==> src/hw/rtl/wavhp_pkg.sv <==
// Package for the WAV header parser: stream widths, chunk tags and status codes.
// No dependencies; imported by wav_header_parser_core and its testbench.
package wavhp_pkg;

    // Stream widths
    localparam int S_TDATA_W = 8;
    localparam int S_TUSER_W = 1;
    localparam int M_TDATA_W = 136;

    // Field widths
    localparam int STATUS_W = 3;
    localparam int CHAN_W   = 16;
    localparam int RATE_W   = 32;
    localparam int DEPTH_W  = 16;
    localparam int SIZE_W   = 32;
    localparam int POS_W    = 32;
    localparam int CNT_W    = 3;
    localparam int PAD_W    = M_TDATA_W - STATUS_W - CHAN_W - RATE_W - DEPTH_W
                              - SIZE_W - POS_W;

    // Chunk tags, first byte in the high lane
    localparam logic [31:0] TAG_RIFF = 32'h5249_4646;
    localparam logic [31:0] TAG_WAVE = 32'h5741_5645;
    localparam logic [31:0] TAG_FMT  = 32'h666D_7420;
    localparam logic [31:0] TAG_DATA = 32'h6461_7461;

    // Format tag 1 (PCM) as seen in the low half of the window: 01 then 00
    localparam logic [15:0] FMT_PCM_WIN = 16'h0100;

    // Status codes
    localparam logic [STATUS_W-1:0] ST_PARSING = 3'd0;
    localparam logic [STATUS_W-1:0] ST_DONE    = 3'd1;
    localparam logic [STATUS_W-1:0] ST_NO_RIFF = 3'd2;
    localparam logic [STATUS_W-1:0] ST_NO_WAVE = 3'd3;
    localparam logic [STATUS_W-1:0] ST_NO_FMT  = 3'd4;
    localparam logic [STATUS_W-1:0] ST_NOT_PCM = 3'd5;
    localparam logic [STATUS_W-1:0] ST_NO_DATA = 3'd6;

endpackage

==> src/hw/rtl/wav_header_parser_core.sv <==
// Byte-serial RIFF/WAVE PCM header parser, top level.
// Depends on wavhp_pkg (widths, tags, status codes).
// An accepted byte goes through the input stage, then the state/result stage, before its result is offered on m_*.
// Throughput: one byte per cycle; a stalled output holds both the input stage and the state.
// Reset: synchronous active-low aresetn clears the pipeline valids and all parser state.
// s_tuser restarts parsing (state cleared before that byte is parsed).
module wav_header_parser_core (
    input  logic                            aclk,
    input  logic                            aresetn,
    // s_tdata: [7:0] file_byte
    input  logic [wavhp_pkg::S_TDATA_W-1:0] s_tdata,
    // s_tuser: [0] first_byte
    input  logic [wavhp_pkg::S_TUSER_W-1:0] s_tuser,
    input  logic                            s_tlast,   // final_byte
    input  logic                            s_tvalid,
    output logic                            s_tready,
    // m_tdata: [2:0] status, [18:3] channel_count, [50:19] rate_hz,
    //          [66:51] bits_per_sample, [98:67] payload_size,
    //          [130:99] payload_offset, [135:131] zero
    output logic [wavhp_pkg::M_TDATA_W-1:0] m_tdata,
    output logic                            m_tvalid,
    input  logic                            m_tready
);
    import wavhp_pkg::*;

    // Parser phases, in file order
    typedef enum logic [3:0] {
        PH_RIFF_TAG    = 4'd0,
        PH_RIFF_SIZE   = 4'd1,
        PH_WAVE_TAG    = 4'd2,
        PH_FMT_SEARCH  = 4'd3,
        PH_FMT_SIZE    = 4'd4,
        PH_FMT_TAG     = 4'd5,
        PH_CHANNELS    = 4'd6,
        PH_RATE        = 4'd7,
        PH_BYTE_RATE   = 4'd8,
        PH_ALIGN       = 4'd9,
        PH_DEPTH       = 4'd10,
        PH_DATA_SEARCH = 4'd11,
        PH_DATA_SIZE   = 4'd12,
        PH_HOLD        = 4'd13
    } phase_t;

    // Input stage
    logic                 in_valid_reg;
    logic [7:0]           in_byte_reg;
    logic                 in_first_reg;
    logic                 in_last_reg;

    // Parser state; the field and status registers double as the result register
    phase_t               phase_reg, phase_next;
    logic [31:0]          win_reg, win_next;
    logic [CNT_W-1:0]     cnt_reg, cnt_next;
    logic [POS_W-1:0]     pos_reg, pos_next;
    logic [STATUS_W-1:0]  status_reg, status_next;
    logic [CHAN_W-1:0]    chan_reg, chan_next;
    logic [RATE_W-1:0]    rate_reg, rate_next;
    logic [DEPTH_W-1:0]   depth_reg, depth_next;
    logic [SIZE_W-1:0]    psize_reg, psize_next;
    logic [POS_W-1:0]     poff_reg, poff_next;
    logic                 out_valid_reg;

    // Starting point for this byte (cleared when the byte opens a new file)
    phase_t               cur_phase;
    logic [31:0]          cur_win;
    logic [CNT_W-1:0]     cur_cnt;
    logic [POS_W-1:0]     cur_pos;
    logic [STATUS_W-1:0]  cur_status;
    logic [CHAN_W-1:0]    cur_chan;
    logic [RATE_W-1:0]    cur_rate;
    logic [DEPTH_W-1:0]   cur_depth;
    logic [SIZE_W-1:0]    cur_psize;
    logic [POS_W-1:0]     cur_poff;
    logic [1:0]           lane;

    logic                 advance;

    // Move the input stage into the state/result stage when the output is free
    assign advance  = in_valid_reg && (!out_valid_reg || m_tready);
    assign s_tready = !in_valid_reg || advance;
    assign m_tvalid = out_valid_reg;
    assign m_tdata  = {{PAD_W{1'b0}}, poff_reg, psize_reg, depth_reg, rate_reg,
                       chan_reg, status_reg};

    always_comb begin
        cur_phase  = in_first_reg ? PH_RIFF_TAG : phase_reg;
        cur_win    = in_first_reg ? '0 : win_reg;
        cur_cnt    = in_first_reg ? '0 : cnt_reg;
        cur_pos    = in_first_reg ? '0 : pos_reg;
        cur_status = in_first_reg ? ST_PARSING : status_reg;
        cur_chan   = in_first_reg ? '0 : chan_reg;
        cur_rate   = in_first_reg ? '0 : rate_reg;
        cur_depth  = in_first_reg ? '0 : depth_reg;
        cur_psize  = in_first_reg ? '0 : psize_reg;
        cur_poff   = in_first_reg ? '0 : poff_reg;

        phase_next  = cur_phase;
        win_next    = cur_win;
        cnt_next    = cur_cnt;
        pos_next    = cur_pos;
        status_next = cur_status;
        chan_next   = cur_chan;
        rate_next   = cur_rate;
        depth_next  = cur_depth;
        psize_next  = cur_psize;
        poff_next   = cur_poff;
        lane        = 2'd0;

        if (cur_phase < PH_HOLD) begin
            pos_next = cur_pos + 32'd1;
            win_next = {cur_win[23:0], in_byte_reg};
            // Byte count saturates at four: enough for every match and capture
            cnt_next = (cur_cnt < 3'd4) ? 3'(cur_cnt + 3'd1) : cur_cnt;
            // Little-endian byte lane of the field being captured
            lane     = 2'(cnt_next - 3'd1);

            unique case (cur_phase)
                PH_RIFF_TAG: begin
                    if (cnt_next == 3'd4) begin
                        if (win_next == TAG_RIFF) begin
                            phase_next = PH_RIFF_SIZE;
                            cnt_next   = '0;
                        end else begin
                            phase_next  = PH_HOLD;
                            status_next = ST_NO_RIFF;
                        end
                    end
                end
                PH_WAVE_TAG: begin
                    if (cnt_next == 3'd4) begin
                        if (win_next == TAG_WAVE) begin
                            phase_next = PH_FMT_SEARCH;
                            cnt_next   = '0;
                        end else begin
                            phase_next  = PH_HOLD;
                            status_next = ST_NO_WAVE;
                        end
                    end
                end
                PH_FMT_SEARCH: begin
                    if (cnt_next == 3'd4 && win_next == TAG_FMT) begin
                        phase_next = PH_FMT_SIZE;
                        cnt_next   = '0;
                    end
                end
                PH_FMT_TAG: begin
                    if (cnt_next == 3'd2) begin
                        if (win_next[15:0] == FMT_PCM_WIN) begin
                            phase_next = PH_CHANNELS;
                            cnt_next   = '0;
                        end else begin
                            phase_next  = PH_HOLD;
                            status_next = ST_NOT_PCM;
                        end
                    end
                end
                PH_CHANNELS: begin
                    chan_next = cur_chan | (16'(in_byte_reg) << {lane[0], 3'b000});
                    if (cnt_next == 3'd2) begin
                        phase_next = PH_RATE;
                        cnt_next   = '0;
                    end
                end
                PH_RATE: begin
                    rate_next = cur_rate | (32'(in_byte_reg) << {lane, 3'b000});
                    if (cnt_next == 3'd4) begin
                        phase_next = PH_BYTE_RATE;
                        cnt_next   = '0;
                    end
                end
                PH_ALIGN: begin
                    if (cnt_next == 3'd2) begin
                        phase_next = PH_DEPTH;
                        cnt_next   = '0;
                    end
                end
                PH_DEPTH: begin
                    depth_next = cur_depth | (16'(in_byte_reg) << {lane[0], 3'b000});
                    if (cnt_next == 3'd2) begin
                        phase_next = PH_DATA_SEARCH;
                        cnt_next   = '0;
                    end
                end
                PH_DATA_SEARCH: begin
                    if (cnt_next == 3'd4 && win_next == TAG_DATA) begin
                        phase_next = PH_DATA_SIZE;
                        cnt_next   = '0;
                    end
                end
                PH_DATA_SIZE: begin
                    psize_next = cur_psize | (32'(in_byte_reg) << {lane, 3'b000});
                    if (cnt_next == 3'd4) begin
                        // Samples start at the byte after the size field
                        poff_next   = pos_next;
                        status_next = ST_DONE;
                        phase_next  = PH_HOLD;
                    end
                end
                default: begin
                    // RIFF size, fmt chunk size and byte rate: skip four bytes
                    if (cnt_next == 3'd4) begin
                        phase_next = phase_t'(cur_phase + 4'd1);
                        cnt_next   = '0;
                    end
                end
            endcase

            // End of stream with the header unfinished: fail on the pending phase
            if (in_last_reg && phase_next < PH_HOLD) begin
                unique case (phase_next) inside
                    PH_RIFF_TAG:                 status_next = ST_NO_RIFF;
                    PH_RIFF_SIZE, PH_WAVE_TAG:   status_next = ST_NO_WAVE;
                    PH_FMT_SEARCH:               status_next = ST_NO_FMT;
                    PH_FMT_SIZE, PH_FMT_TAG:     status_next = ST_NOT_PCM;
                    default:                     status_next = ST_NO_DATA;
                endcase
                phase_next = PH_HOLD;
            end
        end
    end

    // Input stage payload needs no reset
    always_ff @(posedge aclk) begin
        if (s_tvalid && s_tready) begin
            in_byte_reg  <= s_tdata[7:0];
            in_first_reg <= s_tuser[0];
            in_last_reg  <= s_tlast;
        end
    end

    // Parser state and registered result
    always_ff @(posedge aclk) begin
        if (!aresetn) begin
            in_valid_reg  <= 1'b0;
            out_valid_reg <= 1'b0;
            phase_reg     <= PH_RIFF_TAG;
            win_reg       <= '0;
            cnt_reg       <= '0;
            pos_reg       <= '0;
            status_reg    <= ST_PARSING;
            chan_reg      <= '0;
            rate_reg      <= '0;
            depth_reg     <= '0;
            psize_reg     <= '0;
            poff_reg      <= '0;
        end else begin
            if (s_tready) begin
                in_valid_reg <= s_tvalid;
            end
            if (advance) begin
                out_valid_reg <= 1'b1;
                phase_reg     <= phase_next;
                win_reg       <= win_next;
                cnt_reg       <= cnt_next;
                pos_reg       <= pos_next;
                status_reg    <= status_next;
                chan_reg      <= chan_next;
                rate_reg      <= rate_next;
                depth_reg     <= depth_next;
                psize_reg     <= psize_next;
                poff_reg      <= poff_next;
            end else if (m_tready) begin
                out_valid_reg <= 1'b0;
            end
        end
    end

`ifndef SYNTHESIS
    // A final status is only ever held in the hold phase
    a_status_in_hold: assert property (@(posedge aclk) disable iff (!aresetn)
        (status_reg != ST_PARSING) |-> (phase_reg == PH_HOLD))
        else $error("final status outside hold phase");

    // Phase byte count saturates at four
    a_cnt_range: assert property (@(posedge aclk) disable iff (!aresetn)
        (cnt_reg <= 3'd4))
        else $error("phase byte count out of range");

    // Bytes after done or failure do not move the file position
    a_hold_position: assert property (@(posedge aclk) disable iff (!aresetn)
        (advance && phase_reg == PH_HOLD && !in_first_reg) |=> $stable(pos_reg))
        else $error("file position moved in hold phase");

    // A result only appears for a byte that left the input stage
    a_result_source: assert property (@(posedge aclk) disable iff (!aresetn)
        ($rose(out_valid_reg)) |-> $past(in_valid_reg))
        else $error("result without input byte");
`endif

endmodule

==> config.mk <==
export PLATFORM = sky130hd
export DESIGN_NAME = wav_header_parser_core
export DESIGN_NICKNAME = d
export VERILOG_FILES = /design/src/hw/rtl/wavhp_pkg.sv /design/src/hw/rtl/wav_header_parser_core.sv
export SDC_FILE = /design/constraint.sdc
export NUM_CORES = 1
export LEC_CHECK = 0
export BUFFER_PORTS_ARGS = -buffer_cell sky130_fd_sc_hd__buf_4
export CAP_MARGIN = 20
export CORE_AREA = 2 2 150 152
export DETAILED_ROUTE_END_ITERATION = 10
export DIE_AREA = 0 0 152 154
export PLACE_DENSITY = 0.7
export SLEW_MARGIN = 5
export SYNTH_ARGS = -nofsm -noshare
export SYNTH_HDL_FRONTEND = slang
export SYNTH_SLANG_ARGS = --single-unit
export TNS_END_PERCENT = 10
==> constraint.sdc <==
create_clock -name aclk -period 6.5 [get_ports aclk]
set_clock_uncertainty 0.15 [all_clocks]
set_input_delay 0.325 -clock aclk [delete_from_list [all_inputs] [get_ports aclk]]
set_output_delay 0.325 -clock aclk [all_outputs]
set_load 0.1 [all_outputs]
==> run summary <==
The horizontal die dimension is 152 um. The highest clock frequency the design can meet is 213 MHz. The startpoint of the tightest hold check path is pos_reg[1]. In this run the critical register-to-register path is launched from in_first_reg. For the worst flop-to-flop path, the logic depth is 14. The mean instance size in the synthesized netlist came out at 7.91 um^2. For this design the ratio of total power to cell area is 240 nW/um^2. After clock tree synthesis, the clock-pin slew on the worst setup and hold paths is 70 ps. The TritonCTS sink count is 206. The sort of element at the start of the critical path is a flop. The post-route minimum period came out at 4690 ps. The signed area change from the synthesized netlist to the final layout came out at 21.0%. The remaining max-slew budget at the tightest pin came out at 0.264. The share of total power dissipated in sequential elements is 0.464. The initial core utilization came out at 0.446. The internal power of the cells totals 2.12 mW. The share of power burned in combinational logic is 0.070.

The dominant register cell in the synthesized netlist is sky130_fd_sc_hd__dfxtp_1. The post-detailed-route wirelength per cell came out at 17.3 um. Summing internal, switching and leakage power gives 2.82 mW.

Across all setup checks in the final design, the least slack found is 1810 ps. Of the total power, the share spent switching nets is 0.248. The initial antenna violation count is 0. The number of detailed-route iterations in the first pass came out at 5. The overall routing resource usage is 0.228. In this run the clock root is driven by a sky130_fd_sc_hd__clkbuf_16. The share of cells above drive strength 1 came out at 0.166. The hold violation total from the final report is 0.

After routing, the total negative slack on setup checks comes to 0 ps. CTS built an H-tree with a depth of 1. The data arrival at the endpoint of the critical path is 4970 ps. The total setup violations reported at the end of the flow came out at 0. The peak supply drop is 0.180 mV.

The slew at the pin closest to its max-slew limit is 1100 ps. The floorplan die area came out at 23,400 um^2. The number of core rows came out at 54. The number of buffers created by CTS is 23. The register-to-register setup slack came out at 1810 ps. The min-delay analysis places its worst path in the category flop to flop. Setup repair after global routing left no endpoint under its margin. Counting flops with an async set or reset pin after synthesis yields a share of 0. At the later pin of the worst-skew pair, clock insertion delay measures 510 ps. The number of global-route vias before repair is 8,533.

The count of final max-slew check failures came to 0. The worst setup path is captured at a flop. The total global routing overflow came out at 0. The combined area of all synthesized cells is 9680 um^2. The instance count along the most critical hold path is 2. For this run, the number of Yosys warnings is 0. The clock power share came out at 0.465.

The critical path in this run is classified as flop to flop. TritonCTS built the clock tree. The number of instances resized during post-cts repair is 0.

Detailed placement finished with a half-perimeter wire length of 18,400 um. The number of fill cells came out at 2,004. The post-route DRC violation count came out at 0.

The count of flip-flops with a built-in enable after synthesis came out at 10. The buffer depth of the longest clock path is 3. The wire length of the first global-routing pass came out at 44,800 um. The total number of nets in the final design came out at 1,348.

The number of instances in the synthesized netlist came out at 1,224. The portion of the clock cycle consumed by the worst path in the final layout is 0.722. Once detail routing completed, the nets flagged for antenna violations numbered 0.

From bottom edge to top edge, the die measures 154 um. Before CTS, the worst setup slack after placement is 1900 ps. The worst endpoint required time came out at 6780 ps.

The tool flagged a number of max-cap violations equal to 0. The pin count of the biggest net entering global routing came out at 104. The flow ran to the end, and the final reports show no timing, DRC or antenna violations. The count of buffers from port buffering came out at 146. In this run, synthesis produced a sequential element count of 206. Of all nets on the critical path, the largest fanout is 88. For this design the total switching power over the nets is 0.698 mW. For this design the top-level I/O count stands at 152.

The final antenna diode count came out at 0. The total wire length after detailed routing came out at 28,000 um. In this run, the number of DRC markers left after iteration 0 of detailed routing was 672. Using the TritonRoute via totals, the vias-per-cell ratio works out to 5.63. The area of the core region is 21,700 um^2. Routability-driven placement finished with a final weighted congestion of 0.938. The sequential fraction of the synthesis area came out at 0.436.

The worst register-to-register path ends at status_reg[0]. The number of library cell types mapped by synthesis came out at 78. Across all layers, the routed design uses 9,129 vias.

The reported leakage power came out at 4.47 nW. The worst hold path terminates at pos_reg[1].
==> through the flow <==
stage	util	hold slack [ps]	instance area (um^2)	instances
2_1_floorplan	-	274	9690	1228
3_3_place_gp	0.497	298	10800	1564
3_5_place_dp	0.497	308	10800	1565
4_1_cts	0.539	316	11700	1620
5_1_grt	0.540	342	11700	1621
6_report	0.540	316	11700	1621
==> worst max path at each step <==
| stage | start | to | slack [ps] | cells after the start |
|---|---|---|---|---|
| after floorplan | in_first_reg | status_reg[2] | 1330 | 18 |
| after global placement | in_first_reg | status_reg[2] | 1990 | 13 |
| after detailed placement | in_first_reg | status_reg[0] | 1900 | 14 |
| after CTS | in_first_reg | status_reg[0] | 1890 | 14 |
| after global routing | in_first_reg | status_reg[0] | 1340 | 14 |
| final | in_first_reg | status_reg[0] | 1810 | 14 |
==> layout make-up <==
type | instances | area, um^2 | area share
clock inverter | 12 | 124 | 0.0106
multi-input combinational | 910 | 4990 | 0.426
tap | 280 | 350 | 0.0299
inverter | 14 | 55.1 | 0.00470
sequential | 206 | 4220 | 0.361
timing repair buffer | 169 | 1320 | 0.113
clock buffer | 30 | 642 | 0.0548
==> worst max-delay path, stage by stage (launching register included) <==
cell                       delay (ps)
sky130_fd_sc_hd__edfxtp_1         340
sky130_fd_sc_hd__buf_4            650
sky130_fd_sc_hd__nor2b_1          110
sky130_fd_sc_hd__ha_1             320
sky130_fd_sc_hd__mux2i_1          240
sky130_fd_sc_hd__ha_1             240
sky130_fd_sc_hd__a21boi_1         580
sky130_fd_sc_hd__inv_1            330
sky130_fd_sc_hd__nor2_1           250
sky130_fd_sc_hd__a21oi_1          130
sky130_fd_sc_hd__o22a_2           270
sky130_fd_sc_hd__o21ai_0          440
sky130_fd_sc_hd__nand3_1          120
sky130_fd_sc_hd__and3_1           200
sky130_fd_sc_hd__o31ai_2          190
==> power groups by stage <==
stage	Combinational [mW]	Clock, mW	Sequential [mW]
global route	0.214	1.39	1.31
global placement	0.189	0	1.34
floorplan	0.147	0	1.33
finish	0.197	1.31	1.31
detailed placement	0.187	0	1.34
CTS	0.194	1.34	1.31
==> placed cells by master, fill, tap and decap left out, drive strengths merged, types with 5 or more instances in the layout <==
| cell | count |
|---|---|
| nand3 | 37 |
| a31oi | 10 |
| a21o | 5 |
| nand2b | 8 |
| nor4 | 7 |
| xor2 | 12 |
| nor2 | 253 |
| dlygate4sd3 | 13 |
| nand2 | 121 |
| and2 | 20 |
| a211oi | 5 |
| or3 | 7 |
| nand3b | 5 |
| dfxtp | 196 |
| a32oi | 26 |
| nor2b | 19 |
| edfxtp | 10 |
| nor4b | 7 |
| conb | 5 |
| nand4 | 6 |
| nor3 | 16 |
| clkbuf | 30 |
| xnor2 | 19 |
| clkinv | 6 |
| and3 | 21 |
| a22oi | 59 |
| inv | 16 |
| buf | 156 |
| ha | 10 |
| a21oi | 125 |
| o21ai | 49 |
==> per-layer routing <==
metal | routed length, um | part of all wire | global-route usage | vias to the layer above
met5 | 0 | 0 | 0 | -
met4 | 808 | 0.029 | 0.0708 | 0
met3 | 2260 | 0.080 | 0.0657 | 43
met2 | 12800 | 0.46 | 0.372 | 299
met1 | 12200 | 0.43 | 0.292 | 4331
li1 | - | - | - | 4456
==> timing repair <==
item                                    in CTS  in global routing
buffers inserted                             0                  0
hold endpoints to repair                    18                  0
hold buffers                                13                  0
endpoints found under the setup margin       0                  0
==> logic make-up (layout without fill, tap and decap cells) <==
family / after synthesis / count (layout) / synth area share
XOR/XNOR: 31 / 31 / 0.0281
buffers and inverters: 112 / 225 / 0.0512
adder cells (fa/ha/maj): 10 / 10 / 0.0129
other: 1 / 5 / 0.000387
multiplexers: 4 / 4 / 0.00427
flip-flops: 206 / 206 / 0.436
AO/OA/AOI/OAI: 309 / 309 / 0.202
AND/OR/NAND/NOR: 551 / 551 / 0.265
==> cells in the mapped netlist (7+ instances only) <==
cell type / count / area [um^2]
sky130_fd_sc_hd__a22oi_1: 59 / 443
sky130_fd_sc_hd__nor3_1: 15 / 75.1
sky130_fd_sc_hd__ha_1: 10 / 125
sky130_fd_sc_hd__and2_1: 18 / 113
sky130_fd_sc_hd__nand2_1: 121 / 454
sky130_fd_sc_hd__dfxtp_1: 196 / 3920
sky130_fd_sc_hd__o21ai_0: 48 / 240
sky130_fd_sc_hd__inv_1: 12 / 45.0
sky130_fd_sc_hd__nor4b_1: 7 / 61.3
sky130_fd_sc_hd__xnor2_1: 19 / 166
sky130_fd_sc_hd__nand3_1: 37 / 185
sky130_fd_sc_hd__or3_1: 7 / 43.8
sky130_fd_sc_hd__nor2b_1: 19 / 119
sky130_fd_sc_hd__buf_1: 7 / 26.3
sky130_fd_sc_hd__nand2b_1: 8 / 50.1
sky130_fd_sc_hd__clkbuf_1: 80 / 300
sky130_fd_sc_hd__edfxtp_1: 10 / 300
sky130_fd_sc_hd__xor2_1: 12 / 105
sky130_fd_sc_hd__and3_1: 19 / 119
sky130_fd_sc_hd__a31oi_1: 10 / 62.6
sky130_fd_sc_hd__a21oi_1: 125 / 626
sky130_fd_sc_hd__a32oi_1: 26 / 228
sky130_fd_sc_hd__nor2_1: 253 / 950
Power figures use the tool's default switching activity.
